`src/design/hldc_pkg.sv`:
```
// ----------------------------------------------------------------------------
// hldc_pkg
// Types, constants and helpers shared by the heading/lateral drive controller.
// ----------------------------------------------------------------------------
package hldc_pkg;

  localparam int SINE_TABLE_DEPTH = 1024;
  localparam int SINE_IDX_W       = $clog2(SINE_TABLE_DEPTH);
  localparam int SIN_W            = 18;
  localparam int OP_W             = 33;
  localparam int PROD_W           = 64;
  localparam int ACC_W            = 50;
  localparam int CFG_IDX_W        = 3;
  localparam int CFG_DATA_W       = 60;
  localparam int COEF_W           = 12;

  localparam logic [63:0] Q30_ONE     = 64'd1073741824;
  localparam logic [63:0] Q30_PI      = 64'd3373259426;
  localparam logic [63:0] Q30_HALF_PI = 64'd1686629713;
  localparam logic [63:0] Q30_TWO_PI  = 64'd6746518852;
  localparam logic [OP_W-1:0] TURNS_PER_RAD = 33'd683565276;
  localparam logic [OP_W-1:0] SETTLE_SCALE  = 33'd1000;

  typedef enum logic [CFG_IDX_W-1:0] {
    REG_TARGET_HEADING = 3'd0,
    REG_LEVER_LENGTH   = 3'd1,
    REG_DIST_GAIN      = 3'd2,
    REG_TURN_GAIN      = 3'd3,
    REG_SETTLE_THRESH  = 3'd4,
    REG_DIST_COEFS     = 3'd5,
    REG_HEAD_COEFS     = 3'd6
  } reg_idx_t;

  typedef logic signed [SIN_W-1:0] sine_rom_t [SINE_TABLE_DEPTH];

  // Sine over one turn, odd Taylor series to x^9 in Q2.30, rounded to signed Q2.16
  function automatic sine_rom_t build_sine();
    sine_rom_t   tab;
    logic [63:0] a;
    logic [63:0] x2;
    logic [63:0] t;
    logic [63:0] s;
    logic        neg;
    for (int i = 0; i < SINE_TABLE_DEPTH; i++) begin
      a = (Q30_TWO_PI * 64'(i) + 64'(SINE_TABLE_DEPTH / 2)) / SINE_TABLE_DEPTH;
      neg = 1'b0;
      if (a >= Q30_PI) begin
        a   = a - Q30_PI;
        neg = 1'b1;
      end
      if (a > Q30_HALF_PI) a = Q30_PI - a;
      x2 = (a * a) >> 30;
      t  = Q30_ONE - x2 / 64'd72;
      t  = Q30_ONE - ((x2 * t) >> 30) / 64'd42;
      t  = Q30_ONE - ((x2 * t) >> 30) / 64'd20;
      t  = Q30_ONE - ((x2 * t) >> 30) / 64'd6;
      s  = (((a * t) >> 30) + 64'd8192) >> 14;
      tab[i] = neg ? -$signed(s[SIN_W-1:0]) : $signed(s[SIN_W-1:0]);
    end
    return tab;
  endfunction

  function automatic logic signed [31:0] sat32(input logic signed [ACC_W-1:0] v);
    if (v[ACC_W-1:31] == {(ACC_W-31){v[ACC_W-1]}}) return v[31:0];
    return v[ACC_W-1] ? 32'sh8000_0000 : 32'sh7fff_ffff;
  endfunction

  function automatic logic signed [15:0] sat16(input logic signed [ACC_W-1:0] v);
    if (v[ACC_W-1:15] == {(ACC_W-15){v[ACC_W-1]}}) return v[15:0];
    return v[ACC_W-1] ? 16'sh8000 : 16'sh7fff;
  endfunction

  function automatic logic signed [OP_W-1:0] coef_at(input logic [CFG_DATA_W-1:0] c,
                                                     input logic [2:0] k);
    logic [COEF_W-1:0] f;
    case (k)
      3'd0:    f = c[11:0];
      3'd1:    f = c[23:12];
      3'd2:    f = c[35:24];
      3'd3:    f = c[47:36];
      default: f = c[59:48];
    endcase
    return {{(OP_W-COEF_W){f[COEF_W-1]}}, f};
  endfunction

endpackage

```
`src/design/hldc_mul.sv`:
```
// ----------------------------------------------------------------------------
// hldc_mul
// Shared signed multiplier, product registered.
// ----------------------------------------------------------------------------
module hldc_mul (
  input  logic                                  clk,
  input  logic signed [hldc_pkg::OP_W-1:0]      op_a,
  input  logic signed [hldc_pkg::OP_W-1:0]      op_b,
  output logic signed [hldc_pkg::PROD_W-1:0]    prod
);
  import hldc_pkg::*;

  logic signed [2*OP_W-1:0] full;

  assign full = op_a * op_b;

  always_ff @(posedge clk) begin
    prod <= full[PROD_W-1:0];
  end

endmodule

```
`config.mk`:
```
export PLATFORM = sky130hd
export DESIGN_NAME = hldc_mul
export DESIGN_NICKNAME = d
export VERILOG_FILES = /design/src/design/hldc_pkg.sv /design/src/design/hldc_mul.sv
export SDC_FILE = /design/constraint.sdc
export NUM_CORES = 2
export LEC_CHECK = 0
export ABC_AREA = 1
export BUFFER_PORTS_ARGS = -buffer_cell sky130_fd_sc_hd__buf_4
export CAP_MARGIN = 40
export CELL_PAD_IN_SITES_DETAIL_PLACEMENT = 1
export CELL_PAD_IN_SITES_GLOBAL_PLACEMENT = 1
export CORE_ASPECT_RATIO = 0.8
export CORE_UTILIZATION = 50
export DETAILED_ROUTE_END_ITERATION = 10
export GPL_TIMING_DRIVEN = 0
export PLACE_DENSITY = 0.95
export SETUP_SLACK_MARGIN = 0.1
export SYNTH_ARGS = -nofsm -noshare
export SYNTH_HDL_FRONTEND = slang
export SYNTH_SLANG_ARGS = --single-unit
```
`constraint.sdc`:
```
create_clock -name clk -period 11.9 [get_ports clk]
set_input_delay 1.19 -clock clk [delete_from_list [all_inputs] [get_ports clk]]
set_output_delay 1.19 -clock clk [all_outputs]
set_load 0.02 [all_outputs]
```
==> run summary <==
Largest register FFs = 64
All-Layer GR Usage = 47.4%
Clock Pin Slew Worst Setup and Hold Paths = 60 ps
Worst setup SP type = input port
Cts bufs inserted = 9
EDFF count, synth = 0
First-pass GRT wire length = 284 mm
Syn nets = 6753
Deepest clock path buffer count = 2
Crit Path Class = input port to flop
Largest regs = prod (64)
CP Max Fanout = 10
Most common cell after layout, fill and taps aside = inv_1
Antenna Nets Post-Route = 0
Most frequent cells in the layout = inv_1, nand2_1, fa_1, clkbuf_1, ha_1
DIE AREA = 85300 um^2
Layout cells sized above 1 = 4.47%
GP Congestion = 1.06
Syn-to-layout area delta = 8.73%
Post-layout worst setup margin = 1450 ps
Setup bufs post-CTS = 0
Fin nets = 6942
Crit path required time = 12140 ps
Initial DRT Pass Iterations = 8
Setup Total Neg Slack = 0 ps
Setup-failing EPs final = 0
Vias in the first global route = 43700
DRC = 0
Die Span X = 326 um
Slowest-stage cell, CP = fa_1
Drt wl/cell = 29.7 um
Syn_area_per_cell = 7.86 um^2
Ordered list of cells on the worst path = clkbuf_1 > clkbuf_1 > nand2_1 > inv_1 > fa_1 > fa_1 > fa_1 > inv_1 > fa_1 > inv_1 > fa_1 > fa_1 > fa_1 > inv_1 > fa_1 > inv_1 > ha_1 > nand2_1 > nor2_1 > nand2_1 > nor3_1 > nand3_1 > nand4_1 > nand2_1
Core area = 82700 um^2
Critical path's largest stage delay = 1010 ps
Seq/Total Area, Yosys = 3.05%
CP arrival = 10690 ps
Tightest Pin Transition = 1080 ps
Post-DR vias/cell = 5.78
Cell count after synthesis = 5349
Routed via count = 38500
Crit. path cell count = 24
Total gr overflow = 0
Die H = 261 um
CTS Hold Buffers Added = 0
Number of gates resized after CTS = 0
Critical Path Source = op_b[2]
CP top delay family = adder cells
Outcome = finished clean
Synth cell types = 32
Root Buffer = clkbuf_16
Crit path to = prod[55]
Number of top-level pins = 131
Fin cells = 6656
Cells after DPL = 6626
DR iter-0 viols = 4363
Dominant synthesized flop cell = dfxtp_1
Final min period = 10450 ps
Largest Register = prod
Clock sinks = 64
Initial antenna violation count = 15
Nature of the critical path endpoint = flop
Number of H-tree levels = 3
Fin util = 55.3%
Mapped cell area = 42000 um^2
Hold Fails Final Rpt = 0
Final Max Slew Viols = 0
WP buf/inv = 7
Synthesized flop and latch total = 64
RSZ-0062 raised after global routing = no
Pin count of the biggest net entering global routing = 23
Fmax = 0.0957 GHz
Starting density of the core = 50.8%
Worst rel slew slack = 28.2%
Dpl ws = 1420 ps
Yosys warnings = 0
Storage cell area = 1280 um^2
Min-Delay Path Class = input port to flop
Routed Wire Length = 198 mm
Row count = 94
Final Cycle Share = 87.8%
Number of fill cells in the layout = 10300
IO buf count = 65
Ys async rst share = 0%
CTS tree = yes
Crit path top cell by count = fa_1
Dpl hpwl = 171 mm
Area of the multi-input gates = 33000 um^2
# Max-Cap Violations = 0
==> metrics by stage <==
stage	hold slack (ps)	instance area, um^2
after floorplan	1450	42000
after global placement	1600	43900
after detailed placement	1600	45300
after CTS	1500	45600
after global routing	1520	45700
final	1540	45700
==> synth_stat cells, types with 2 or more instances <==
library cell     n  share of area (%)
a21o_1           5              0.089
fa_1          1125                 54
ha_1           212                6.3
o21ai_1          7              0.083
nor2_2          17               0.25
or2_2            6              0.089
nand2_1       1431                 13
dfxtp_1         64                3.0
xnor2_1          5               0.10
o21bai_1        18               0.32
nand3_1         66               0.79
clkbuf_1       261                2.3
nand2_2         14               0.21
xor2_1          31               0.65
nor2_4           2              0.054
nor2_1         129                1.2
nand4_1         20               0.30
nand3b_1         2              0.036
nor3_1           6              0.071
a21oi_1         75               0.89
o21ai_0         35               0.42
buf_2            2              0.024
nor3_2           4              0.095
inv_1         1799                 16
nand3_2          6               0.14
==> per-layer routing <==
metal / global-route usage [%] / vias up / share of wire [%]
met2: 72.4 / 2944 / 43
met1: 55.2 / 19500 / 33
li1: - / 14900 / -
met5: 0 / - / 0.028
met4: 39.9 / 4 / 10
met3: 14.6 / 1106 / 13
==> kinds of logic after synthesis <==
logic type	after synthesis	synth area share, %
AO/OA/AOI/OAI	143	1.86
XOR/XNOR	36	0.750
adder cells (fa/ha/maj)	1337	59.9
buffers and inverters	2063	18.4
flip-flops	64	3.05
AND/OR/NAND/NOR	1706	16.0
==> tightest hold or removal path: cells and delay by family <==
kind	cells	cell delay [ps]
AND/OR/NAND/NOR	1	260
buffers and inverters	2	370
==> worst min path at each step <==
stage | depth (start not counted) | endpoint | start | slack [ps]
detailed placement | 1 | prod[32] | prod[32] | 1600
finish | 3 | prod[0] | op_a[0] | 1540
global route | 3 | prod[0] | op_a[0] | 1520
CTS | 3 | prod[0] | op_a[0] | 1500
global placement | 1 | prod[41] | prod[41] | 1600
floorplan | 3 | prod[0] | op_a[0] | 1450
==> area by class of cell <==
cell class,count,area share (%)
multi-input cells,3222,72.2
inverters,1800,14.8
repair buffers,178,4.28
well taps,1104,3.02
flip-flops and latches,64,2.80
plain buffers,263,2.17
clock buffers,11,0.553
clock inverters,4,0.118
diodes,10,0.0547
Power is not shown: default switching activity piles up to over one toggle a cycle in this logic, so the estimate is an artifact.
